==> config.mk <==
export PLATFORM = sky130hd
export DESIGN_NAME = kdlt_ram
export DESIGN_NICKNAME = d
export VERILOG_FILES = /design/src/hdl/kdlt_ram.sv
export SDC_FILE = /design/constraint.sdc
export NUM_CORES = 1
export LEC_CHECK = 0
export BUFFER_PORTS_ARGS = -buffer_cell sky130_fd_sc_hd__buf_2
export CORE_ASPECT_RATIO = 1.1
export CORE_MARGIN = 1
export CORE_UTILIZATION = 54
export CTS_CLUSTER_DIAMETER = 50
export CTS_CLUSTER_SIZE = 28
export DETAILED_ROUTE_END_ITERATION = 10
export PLACE_DENSITY = 0.75
export SYNTH_ARGS = -nofsm -noshare
export SYNTH_HDL_FRONTEND = slang
export SYNTH_SLANG_ARGS = --single-unit
==> constraint.sdc <==
create_clock -name clk -period 1.6 [get_ports clk]
set_input_delay 0.24 -clock clk [delete_from_list [all_inputs] [get_ports clk]]
set_output_delay 0.24 -clock clk [all_outputs]
set_load 0.01 [all_outputs]
==> src/hdl/kdlt_ram.sv <==
// ----------------------------------------------------------------------------
// kdlt_ram
// Generic single-write, single-read memory with a registered read port.
// ----------------------------------------------------------------------------
module kdlt_ram #(
  parameter int WIDTH = 8,
  parameter int DEPTH = 16
) (
  input  logic                     clk,
  input  logic                     wr_en,
  input  logic [$clog2(DEPTH)-1:0] wr_addr,
  input  logic [WIDTH-1:0]         wr_data,
  input  logic [$clog2(DEPTH)-1:0] rd_addr,
  output logic [WIDTH-1:0]         rd_data
);

  logic [WIDTH-1:0] mem [DEPTH];
  logic [WIDTH-1:0] rd_data_r;

  always_ff @(posedge clk) begin
    if (wr_en) begin
      mem[wr_addr] <= wr_data;
    end
    rd_data_r <= mem[rd_addr];
  end

  assign rd_data = rd_data_r;

endmodule

* Word-level counts from Yosys, hierarchy flattened *
Memory sizes are Yosys's and may differ from the RTL's. A register that Yosys moved wholly into a read port is not among the register bits.
Index checks and enable logic that the tools add are counted.

storage, ports and cells
  bits in registers = 0
  memory bits (writable) = 128
  output and inout bits = 8
  memories = 1

operators by class
  multiplexer cells = 2

memory list
  memory  words  width  read ports  clocked after memory_dff  wr ports  RTL line  source
  mem     16     8      1           1                         1         17        logic [WIDTH-1:0] mem [DEPTH];

operators by type and width
  operator  number
  $mux 1    2

* Logic depth before layout (Yosys ltp) *
  word-level depth = 2
  depth in mapped cells = 5

* Worst setup path before layout *
OpenSTA, ideal clock, no wires.

  path kind = input -> register
  start = in wr_addr[2]
  end = mem mem[0][0], enable pin
  arrival = 1350 ps
  data required time = 1217 ps
  slack = -133 ps
  cell stages on the path = 2
  path buffers = 0
  cell sequence = or3b_2 nor3_1

RTL lines
  element          RTL line  source
  start, declared  11        input logic [$clog2(DEPTH)-1:0] wr_addr,
  end, declared    17

Straight into the memory's write port.

==> run summary <==
Status = finished clean
Layout area overhead = 20.4%
Die Y = 104 um
Worst reg2reg path depth = 3
Clock Pin Slew Worst Setup and Hold Paths = 60 ps
Worst-path fanout max = 1
Layout filler cell count = 580
Minimum clock period = 1370 ps
Placed cell count = 386
Longest Clk Path Bufs = 2
Worst relative slew slack = 50.3%
Skew-Pair Late Insertion Delay = 520 ps
Lkg Pwr = 2.14 nW
DR vias/cell = 5.84
Final Non-Filler Cells = 418
Pwr dens = 1370 nW/um2
Syn_nets = 247
Syn Area/Cell = 22.5 um2
Worst-margin pin slew = 743 ps
Fin Hold WS = 111 ps
Final setup vio count = 0
Worst Path Arrival = 1770 ps
CP Buf/Inv Count = 0
Num CTS Buffers = 17
Post-synth EDFFs = 128
Yosys top cell by area = edfxtp_1
Routed wire length = 9590 um
Detail Placement HPWL = 5950 um
Hold depth = 1
Worst-case vdd ir drop = 0.000925 V
Initial drt markers = 306
Rows = 37
H-tree depth = 4
Sw Share = 19.0%
WL/cell = 22.9 um
Ant diodes = 0
Final net count = 306
HP Class = in2reg
GPL Wtd Cong = 0.770
Worst r2r dst = rd_data[0]
Sequential cell area fraction in the yosys report = 77.8%
Via count = 2442
Worst Setup EP = rd_data[0]
Crit path capture type = register
Share of layout cells above drive strength 1 = 33.6%
CTS tree = built
Synth cell types = 19
Yosys warnings = 0
Global Route Usage Sum = 22.3%
Async S/R FF share, synth = 0%
Count leader, synth = edfxtp_1
MaxCap Viol Count = 0
First-pass GRT wire length = 14900 um
Crit-path max cell delay = 570 ps
Buffers added on ports = 25
Synthesized instance count = 229
I/O pin cnt = 26
Post-CTS setup repair buffer count = 0
WP data required = 2000 ps
Worst-path cell chain = mux4_1 -> a22oi_1 -> nand2_1
Antenna violations before repair = 0
Final Hold Vio Count = 0
Largest net degree at the start of global routing = 33
Vias in the first global route = 2649
Clock root cell = clkbuf_8
Fin util = 66.6%
Area contributors post-synth = edfxtp_1 75%, mux4_2 7.9%, mux4_1 7.1%, dfxtp_1 3.1%, a22oi_1 2.3%
Yosys top cell area share = 74.7%
Top FF cell, synth = edfxtp_1
Tcrit/Tclk final = 85.6%
Pre-Repair DR Iteration Count = 4
Tot Pwr = 8.49 mW
Part of the power in registers = 47.2%
Reg2reg start = mem[5][0]
Flop2flop setup slack = 230 ps
Starting Density = 55.3%
Fin. max-slew vios = 0
Antenna viol nets, final = 0
Cts repair resizes = 0
Top cell family by delay on the critical path = multiplexers
Drt drc = 0
Post-cts hold buffer count = 0
List of most frequent post-synthesis cells = 128 x edfxtp_1, 18 x mux4_2, 16 x a22oi_1, 14 x mux4_1, 13 x nor2_1
Register bit total from synthesis = 136
Nature of the critical path startpoint = register
Comb power frac = 4.5%
Core area = 9310 um2
Crit path launch = mem[5][0]
Die area = 9930 um2
Slowest cell on the critical path = mux4_1
Global route overflow = 0
F_max = 730 MHz
Power share of the clock group = 48.3%
Sw Pwr = 1.62 mW
WP depth = 3
Die Wd = 95.1 um
Clock skew = 8.63 ps
Mapped Area = 5150 um2
Sink Count = 136
Internal power = 6.87 mW
RSZ-0062 raised after global routing = no
Crit Path Class = reg2reg
## final cells by class
class                           instances  area, um2  area share (%)
Clock buffer                           19        432            6.97
Sequential cell                       136       4000            64.6
Tap cell                              117        146            2.36
Clock inverter                         13        201            3.25
Timing Repair Buffer                   50        350            5.65
Multi-Input combinational cell         83       1060            17.1
## state kept, by name, indices dropped and copies added (netlist names)
name and flops:
mem 128, rd_data 8
## how the worst min path moves through the flow
stage / from / endpoint / slack (ps)
CTS: wr_data[4] / mem[2][4] / 90
floorplan: wr_data[0] / mem[0][0] / 340
global route: wr_data[4] / mem[3][4] / 100
detailed placement: wr_data[6] / mem[7][6] / 640
finish: wr_data[4] / mem[3][4] / 110
global placement: wr_data[6] / mem[6][6] / 620
## cells in the final DEF (no fill, tap or decap)
master	netlist	layout
buf_2	3	25
nor3_2	0	1
nor2_1	13	13
a22oi_1	16	16
nand2_1	9	9
clkbuf_16	0	16
mux4_2	18	18
clkinvlp_4	0	3
nor3_1	4	3
buf_4	1	22
and2b_1	1	1
nand2b_1	2	2
mux4_1	14	14
clkinv_4	0	1
dfxtp_1	8	8
buf_12	0	3
edfxtp_1	128	128
clkbuf_1	0	1
and2_1	1	1
bufinv_16	0	5
or3b_2	1	1
nor2b_1	1	1
nand3b_1	2	2
nand3_1	1	1
clkinv_2	0	4
clkbuf_8	0	2
## metal layers
metal  GRT usage [%]  share of wire, %  up-vias  routed length, um
li1                -                 -     1093                  -
met1            29.6                41     1242               3970
met2            33.9                51       90               4880
met3            6.94               5.9       17                564
met4            9.85               1.8        0                176
met5               0                 0        -                  0
## logic make-up after synthesis
kind of cell	Yosys count	share of synthesized area, %
and+or+nand+nor	35	3.18
AOI/OAI and AO/OA	16	2.33
muxes	32	15.0
buffers and inverters	10	1.68
DFF	136	77.8
## worst register-to-register path: cells and delay by family (launching register included)
| family | cells | cell delay, ps |
|---|---|---|
| flops | 1 | 380 |
| simple gates | 1 | 80 |
| mux | 1 | 570 |
| compound gates | 1 | 230 |
## power by group through the flow
| stage | clock network [mW] | logic (mW) | registers (mW) |
|---|---|---|---|
| finish | 4.10 | 0.381 | 4.01 |
| global route | 4.30 | 0.414 | 4.01 |
| CTS | 4.16 | 0.386 | 4.01 |
| detailed placement | 0 | 0.381 | 4.08 |
| global placement | 0 | 0.370 | 4.08 |
| floorplan | 0 | 0.202 | 4.09 |
## metrics by stage
stage          setup slack, ps  setup TNS, ps  cell area (um2)
2_1_floorplan             93.9              0             5150
4_1_cts                    222              0             6200
3_5_place_dp             -17.4          -34.6             5560
6_report                   231              0             6200
3_3_place_gp             -30.5          -32.8             5560
5_1_grt                    165              0             6200
Note: power is estimated with default switching activity, not from simulation.
