==> config.mk <==
export PLATFORM = sky130hd
export DESIGN_NAME = kdlt_mean_unit
export DESIGN_NICKNAME = d
export VERILOG_FILES = /design/src/hdl/kdlt_pkg.sv /design/src/hdl/kdlt_mean_unit.sv
export SDC_FILE = /design/constraint.sdc
export NUM_CORES = 2
export LEC_CHECK = 0
export ABC_CLOCK_PERIOD_IN_PS = 21300
export BUFFER_PORTS_ARGS = -buffer_cell sky130_fd_sc_hd__buf_4
export CAP_MARGIN = 20
export CORE_MARGIN = 2
export CORE_UTILIZATION = 24
export DETAILED_ROUTE_END_ITERATION = 8
export HOLD_SLACK_MARGIN = 0.1
export PLACE_DENSITY = 0.36
export SKIP_CTS_REPAIR_TIMING = 1
export SLEW_MARGIN = 20
export SYNTH_ARGS = -nofsm -noshare
export SYNTH_HDL_FRONTEND = slang
export SYNTH_SLANG_ARGS = --single-unit
export TNS_END_PERCENT = 5
==> constraint.sdc <==
create_clock -name clk -period 21.3 [get_ports clk]
set_input_delay 1.065 -clock clk [delete_from_list [all_inputs] [get_ports clk]]
set_output_delay 1.065 -clock clk [all_outputs]
set_load 0.005 [all_outputs]
==> src/hdl/kdlt_pkg.sv <==
// ----------------------------------------------------------------------------
// kdlt_pkg
// Shared constants and request/result types for the key digraph latency table.
// ----------------------------------------------------------------------------
package kdlt_pkg;

  localparam int KIND_W  = 2;
  localparam int KEY_W   = 8;
  localparam int TS_W    = 48;
  localparam int MEAN_W  = 40;
  localparam int CNT_W   = 16;
  localparam int LIMIT_W = 32;

  localparam int KEY_COUNT_DEF      = 256;
  localparam int COUNT_BITS_DEF     = 16;
  localparam int MEAN_FRAC_BITS_DEF = 8;

  localparam logic [LIMIT_W-1:0] LIMIT_RESET = 32'd1000000;

  localparam logic [KIND_W-1:0] KIND_PRESS = 2'd0;
  localparam logic [KIND_W-1:0] KIND_READ  = 2'd1;
  localparam logic [KIND_W-1:0] KIND_WRITE = 2'd2;

  typedef struct packed {
    logic [KIND_W-1:0] kind;
    logic [KEY_W-1:0]  key_code;
    logic [KEY_W-1:0]  other_key;
    logic [TS_W-1:0]   timestamp_us;
    logic [MEAN_W-1:0] entry_mean;
    logic [CNT_W-1:0]  entry_count;
  } kdlt_in_t;

  typedef struct packed {
    logic              counted;
    logic [TS_W-1:0]   interval_us;
    logic [MEAN_W-1:0] mean_value;
    logic [CNT_W-1:0]  count_value;
  } kdlt_out_t;

endpackage

==> src/hdl/kdlt_mean_unit.sv <==
// ----------------------------------------------------------------------------
// kdlt_mean_unit
// Running-mean update: increments the count with saturation, forms
// mean*(n-1)+interval in two partial products and divides by n one quotient
// bit per cycle, saturating the mean to its field width.
// ----------------------------------------------------------------------------
module kdlt_mean_unit import kdlt_pkg::*; #(
  parameter int COUNT_BITS     = COUNT_BITS_DEF,
  parameter int MEAN_FRAC_BITS = MEAN_FRAC_BITS_DEF
) (
  input  logic                  clk,
  input  logic                  rst_n,
  input  logic                  start,
  input  logic [MEAN_W-1:0]     mean_in,
  input  logic [COUNT_BITS-1:0] count_in,
  input  logic [LIMIT_W-1:0]    interval_in,
  output logic                  done,
  output logic [MEAN_W-1:0]     mean_out,
  output logic [COUNT_BITS-1:0] count_out
);

  localparam int LO_W   = 32;
  localparam int ADD_W  = LIMIT_W + MEAN_FRAC_BITS;
  localparam int PROD_W = MEAN_W + COUNT_BITS;
  localparam int NUM_W  = ((PROD_W > ADD_W) ? PROD_W : ADD_W) + 1;
  localparam int HI_W   = NUM_W - MEAN_W;
  localparam int P0_W   = LO_W + COUNT_BITS;
  localparam int P1_W   = (MEAN_W - LO_W) + COUNT_BITS;
  localparam int STEP_W = $clog2(MEAN_W);

  localparam logic [2:0] ST_IDLE = 3'd0;
  localparam logic [2:0] ST_MUL0 = 3'd1;
  localparam logic [2:0] ST_MUL1 = 3'd2;
  localparam logic [2:0] ST_SUM  = 3'd3;
  localparam logic [2:0] ST_DIV  = 3'd4;
  localparam logic [2:0] ST_DONE = 3'd5;

  logic [2:0]            state_r, state_nxt;
  logic [MEAN_W-1:0]     mean_r, mean_nxt;
  logic [COUNT_BITS-1:0] n_r, n_nxt;
  logic [COUNT_BITS-1:0] m1_r, m1_nxt;
  logic [ADD_W-1:0]      add_r, add_nxt;
  logic [P0_W-1:0]       p0_r, p0_nxt;
  logic [P1_W-1:0]       p1_r, p1_nxt;
  logic [NUM_W-1:0]      acc_r, acc_nxt;
  logic [COUNT_BITS-1:0] rem_r, rem_nxt;
  logic [MEAN_W-1:0]     q_r, q_nxt;
  logic [STEP_W-1:0]     step_r, step_nxt;

  logic [NUM_W-1:0]      num;
  logic                  sat;
  logic [COUNT_BITS:0]   trial;
  logic [COUNT_BITS:0]   diff;
  logic                  ge;
  logic                  at_max;

  always_comb begin
    at_max = (count_in == {COUNT_BITS{1'b1}});
    num    = acc_r + (NUM_W'(p1_r) << LO_W);
    sat    = (num[NUM_W-1:MEAN_W] >= HI_W'(n_r));
    trial  = {rem_r, q_r[MEAN_W-1]};
    diff   = trial - {1'b0, n_r};
    ge     = (trial >= {1'b0, n_r});

    state_nxt = state_r;
    mean_nxt  = mean_r;
    n_nxt     = n_r;
    m1_nxt    = m1_r;
    add_nxt   = add_r;
    p0_nxt    = p0_r;
    p1_nxt    = p1_r;
    acc_nxt   = acc_r;
    rem_nxt   = rem_r;
    q_nxt     = q_r;
    step_nxt  = step_r;

    unique case (state_r)
      ST_IDLE: begin
        if (start) begin
          mean_nxt  = mean_in;
          n_nxt     = at_max ? count_in : count_in + COUNT_BITS'(1);
          m1_nxt    = at_max ? count_in - COUNT_BITS'(1) : count_in;
          add_nxt   = ADD_W'(interval_in) << MEAN_FRAC_BITS;
          state_nxt = ST_MUL0;
        end
      end
      ST_MUL0: begin
        p0_nxt    = P0_W'(mean_r[LO_W-1:0]) * P0_W'(m1_r);
        state_nxt = ST_MUL1;
      end
      ST_MUL1: begin
        p1_nxt    = P1_W'(mean_r[MEAN_W-1:LO_W]) * P1_W'(m1_r);
        acc_nxt   = NUM_W'(p0_r) + NUM_W'(add_r);
        state_nxt = ST_SUM;
      end
      ST_SUM: begin
        rem_nxt  = num[MEAN_W +: COUNT_BITS];
        step_nxt = '0;
        if (sat) begin
          q_nxt     = {MEAN_W{1'b1}};
          state_nxt = ST_DONE;
        end else begin
          q_nxt     = num[MEAN_W-1:0];
          state_nxt = ST_DIV;
        end
      end
      ST_DIV: begin
        rem_nxt  = ge ? diff[COUNT_BITS-1:0] : trial[COUNT_BITS-1:0];
        q_nxt    = {q_r[MEAN_W-2:0], ge};
        step_nxt = step_r + STEP_W'(1);
        if (step_r == STEP_W'(MEAN_W - 1)) begin
          state_nxt = ST_DONE;
        end
      end
      ST_DONE: begin
        state_nxt = ST_IDLE;
      end
      default: begin
        state_nxt = ST_IDLE;
      end
    endcase
  end

  always_ff @(posedge clk) begin
    if (!rst_n) begin
      state_r <= ST_IDLE;
    end else begin
      state_r <= state_nxt;
    end
    mean_r <= mean_nxt;
    n_r    <= n_nxt;
    m1_r   <= m1_nxt;
    add_r  <= add_nxt;
    p0_r   <= p0_nxt;
    p1_r   <= p1_nxt;
    acc_r  <= acc_nxt;
    rem_r  <= rem_nxt;
    q_r    <= q_nxt;
    step_r <= step_nxt;
  end

  assign done      = (state_r == ST_DONE);
  assign mean_out  = q_r;
  assign count_out = n_r;

  a_start_when_idle: assert property (@(posedge clk) disable iff (!rst_n)
    start |-> state_r == ST_IDLE)
    else $error("mean update started while busy");

  a_rem_below_divisor: assert property (@(posedge clk) disable iff (!rst_n)
    state_r == ST_DIV |-> rem_r < n_r)
    else $error("partial remainder not below divisor");

  a_done_count_nonzero: assert property (@(posedge clk) disable iff (!rst_n)
    done |-> count_out != '0)
    else $error("updated entry has zero count");

endmodule

### Word-level counts from Yosys, hierarchy flattened

Index checks and enable logic that the tools add are counted.

* bits in registers: 298
* output and inout port bits: 57
* word-level logic and storage cells: 45

* add/subtract/negate cells: 6
* multipliers: 2
* $lt $le $gt $ge: 2
* equal/unequal tests: 9
* multiplexer cells: 11
* reductions and logical operators: 4

Operators by type and width (number)
* 40-bit case mux with 2 select lines: 1
* 57-bit by 56-bit adder with 57-bit output: 1
* 48-bit by 40-bit adder with 49-bit output: 1
* 32-bit by 16-bit multiplier with 48-bit output: 1
* 16-bit 2-to-1 mux: 3
* 40-bit 2-to-1 mux: 1
* 17-bit by 16-bit greater-or-equal comparator with 1-bit output: 2
* 16-bit case mux with 2 select lines: 1
* 8-bit by 16-bit multiplier with 24-bit output: 1
* 16-bit by 1-bit adder with 16-bit output, second input constant: 1
* 16-bit equality test, second input constant: 1
* 16-bit by 1-bit subtractor with 16-bit output, second input constant: 1
* 16-bit subtractor: 1
* 3-bit case mux with 5 select lines: 1
* 6-bit case mux with 2 select lines: 1
* 6-bit by 1-bit adder with 6-bit output, second input constant: 1
* 3-bit by 2-bit equality test with 1-bit output, second input constant: 2
* 3-bit equality test, second input constant: 2
* 6-bit equality test, second input constant: 1
* 3-bit 2-to-1 mux: 2
* 2-bit inequality test, second input constant: 2
* 2-bit AND reduction: 2
* 3-bit by 1-bit equality test with 1-bit output, second input constant: 1
* 3-bit logical NOT: 1
* other kinds (2): 2

### Longest topological paths before layout

* depth in word-level cells: 4
* depth in mapped cells: 24
* depth with buffers taken out: 22

### Least setup slack after synthesis

Ideal clock, no wire load.

* kind: input to register
* from: input start
* to: register add_r[10] (enable)
* library setup time: 694 ps
* arrival time: 8155 ps
* path slack: 12450 ps
* stages: 2
* path buffers: 0
* cells stage by stage: nand2b_1 -> nor3_1

* word-level cells in the longest chain between the ends: 1

RTL lines
* start, declared: RTL line kdlt_mean_unit.sv:13 `input logic start,`
* 2-bit AND reduction (no source line)
* end signal, assigned: RTL line kdlt_mean_unit.sv:133 `add_r <= add_nxt;`
* end, declared: RTL line kdlt_mean_unit.sv:42 `logic [ADD_W-1:0] add_r, add_nxt;`

No other way between the ends.
A chain may end at the register's enable or synchronous reset.

### Worst setup path in the final report

* from: register mean_r[9]
* to: register p0_r[25], data pin

* word-level cells in the longest chain between the ends: 1

RTL lines
* start, declared: RTL line kdlt_mean_unit.sv:39 `logic [MEAN_W-1:0] mean_r, mean_nxt;`
* start signal, assigned: RTL line kdlt_mean_unit.sv:130 `mean_r <= mean_nxt;`
* 32-bit by 16-bit multiplier with 48-bit output: RTL line kdlt_mean_unit.sv:88 `p0_nxt = P0_W'(mean_r[LO_W-1:0]) * P0_W'(m1_r);`
* end signal, assigned: RTL line kdlt_mean_unit.sv:134 `p0_r <= p0_nxt;`
* end, declared: RTL line kdlt_mean_unit.sv:43 `logic [P0_W-1:0] p0_r, p0_nxt;`

No other way between the ends.

==> impl_results.md <==
* Status: complete, no violations
* Hold path start: p0_r[6]
* FF-to-FF Start: mean_r[9]
* Syn. warnings at 0
* Hold Vio Cnt, Final at 0
* Syn Inst Count at approximately 3400
* Crit path from: mean_r[9]
* DRC viols at 0
* Async set-reset flop share out of synthesis at 0%
* Number of global-route vias before repair at 25512
* ANT nets after route at 0
* Hold Crit Depth at 0
* Fmax at between 100 and 150 MHz
* Capturing point of the worst reg2reg path: p0_r[25]
* Crit Path Max Fanout at 16
* H-tree Lvls at 2
* Reg2Reg Depth at 19
* Skew final at around 0.048 ns
* Top post-synthesis cells by count: 587 x inv_1, 505 x fa_1, 443 x nand2_1, 290 x and2_1, 287 x edfxtp_1
* FF+latch count, synth at 290
* Post-Route Setup TNS at 0 ns
* P&R area growth vs syn at 13.3%
* Cell Area, Synth at about 34000 µm²
* Min Tclk post-route at between 7 and 8 ns
* Metal-1 WL at between 50 and 60 mm
* Final worst path period share at between 30% and 40%
* Top_reg_cell synth: edfxtp_1
* Routed WL per cell at a little under 20 µm
* Number of CTS-inserted buffers at 41
* Clock slew at reported path FFs at 0.06 ns
* Clock latency on the worst-skew pair at 0.63 ns
* CTS Buffer Depth at 3
* Tightest Pin Transition at around 1 ns
* Initial antenna violation count at 4
* Setup crit end kind: register
* Die Span Y at around 380 µm
* Detailed placer's ending HPWL at ~81 mm
* Max-cap violation count at 0
* Worst EP required at roughly 22 ns
* CTS Root Cell: clkbuf_16
* Setup violations, final at 0
* Worst setup path category: register to register
* Die X at approximately 380 µm
* Pin count of the biggest net entering global routing at 74
* Avg Cell Area, Syn at between 9 and 10 µm²
* EDFF count, synth at ~290
* Global Route Usage Sum at between 10% and 20%
* Unrepaired setup endpoints after global routing: no
* NumNets Final at approximately 4300
* Placement Rows at 138
* DRT Wirelength at approximately 110 mm
* Post-synth top area share at between 20% and 30%
* Metal3 WL at 3.51 mm
* Post-DR vias/cell at 4.35
* Top layer used by detailed routing: met5
* Clock sink count at just under 300
* Met2 routed WL at 47.3 mm
* CTS tree: done
* 1st-iter DRT viols at 1260
* Critical Path Start Type: register
* Sequential area share after synthesis at about 25%
* Starting Density at between 20% and 30%
* DR pass1 iterations at 5
* Die ar. at 146000 µm²
* Io pins at between 100 and 150
* Gr ovfl total at 0
* Fin. max-slew vios at 0
* IO Port Bufs at 147
* Ranking of synthesized cells by area: fa_1 30%, edfxtp_1 25%, ha_1 9.1%
* CORE AREA at 142000 µm²
* Count leader, synth: inv_1
* Min-Delay Endpoint: acc_r[6]
* Rel. slew slack at between 30 and 40%
* Netlist cell types at between 80 and 90
* DR vias at 23553
* Layout cell share with drive strength beyond 1 at 7.94%
* Global-route wire length before repair at 164 mm
* GPL Wtd Cong at 0.788
* Synth Net Count at approximately 4300
* Path type of the worst min-delay path: register to register
* Reg2reg setup slack at about 14 ns
* Synth area leader: fa_1
* Arrival time at the worst endpoint at just under 8 ns
## cell families (layout without fill, tap and decap cells)
family	after synthesis	after routing	synth area share (%)
AOI/OAI and AO/OA	458	458	9.26
xor gates and xnor gates	129	129	3.30
other	0	1	0
adders and majority gates	753	753	38.6
and+or+nand+nor	1041	1041	14.9
muxes	15	15	0.453
buffers and inverters	744	839	8.19
DFF	290	290	25.3
## layer usage
layer,vias up,track usage (%)
li1,11172,-
met1,11980,21.4
met2,311,23.1
met3,84,1.97
met4,6,2.57
met5,-,0
## critical path: stages, from the launching register on
cell and delay (ns):
edfxtp_1 0.98, nand2_1 0.18, fa_1 0.54, fa_1 0.49, fa_1 0.53, fa_1 0.55, inv_1 0.05, fa_1 0.48
inv_1 0.05, fa_1 0.51, inv_1 0.05, ha_1 0.41, nor3_1 0.08, o21bai_1 0.49, inv_1 0.17, o31ai_1 0.58
a21oi_1 0.20, o21ai_0 0.22, a21oi_1 0.11, xnor2_1 0.46
## per-stage QoR
stage	area (µm²)	cells	util [%]	setup WS [ns]	hold slack, ns
detailed placement	37400	5339	26.4	13.77	0.405
floorplan	34300	3430	-	12.45	0.400
global route	38800	5415	27.4	13.52	0.429
CTS	38800	5414	27.4	13.74	0.418
finish	38800	5416	27.4	13.86	0.415
global placement	37400	5339	26.4	13.81	0.404
## cell type report
cell class	instances	area, µm²
clock inverter	31	383
tap	1890	2360
timing repair buffer	177	1340
antenna	1	2.50
fill	14985	103000
sequential	290	8680
clock buffer	44	1040
multi-input combinational	2396	22800
inverter	587	2200
## sequential cells by signal (all words and copies together) (netlist names)
name,cells
acc_r,49
p0_r,48
mean_out,40
mean_r,40
add_r,32
p1_r,24
count_out,16
m1_r,16
rem_r,16
step_r,6
state_r,3
## layout by cell type, fill, tap and decap left out, types with 7 or more instances in the layout
| master | instances |
|---|---|
| nand3_1 | 47 |
| nand2b_1 | 16 |
| buf_4 | 176 |
| nor3b_1 | 8 |
| o211ai_1 | 12 |
| inv_1 | 587 |
| or3_1 | 11 |
| mux2i_1 | 11 |
| fa_1 | 505 |
| o211a_1 | 7 |
| a21o_1 | 50 |
| o21ai_0 | 82 |
| o22a_1 | 39 |
| nor3_1 | 34 |
| edfxtp_1 | 287 |
| xnor2_1 | 90 |
| clkbuf_16 | 41 |
| a31oi_1 | 15 |
| clkinv_2 | 7 |
| nor2_1 | 102 |
| xor2_1 | 39 |
| nor2b_1 | 17 |
| a211oi_1 | 23 |
| a21boi_0 | 7 |
| o21a_1 | 30 |
| and4_1 | 8 |
| and3_1 | 21 |
| ha_1 | 248 |
| or2_2 | 9 |
| a21oi_1 | 109 |
| o31a_1 | 7 |
| nand4_1 | 13 |
| nand2_1 | 442 |
| and2_1 | 290 |
| o21bai_1 | 7 |
## worst max-delay path by stage
stage	cells after the start	to	slack [ns]
floorplan	2	add_r[10]	12.45
global placement	21	p0_r[25]	13.81
detailed placement	19	p0_r[25]	13.77
CTS	19	p0_r[25]	13.74
global route	19	p0_r[25]	13.52
finish	19	p0_r[25]	13.86
Power is left out: the tool's default activity adds up to more than one toggle a clock period on the data nets, which glitch-free logic cannot reach.
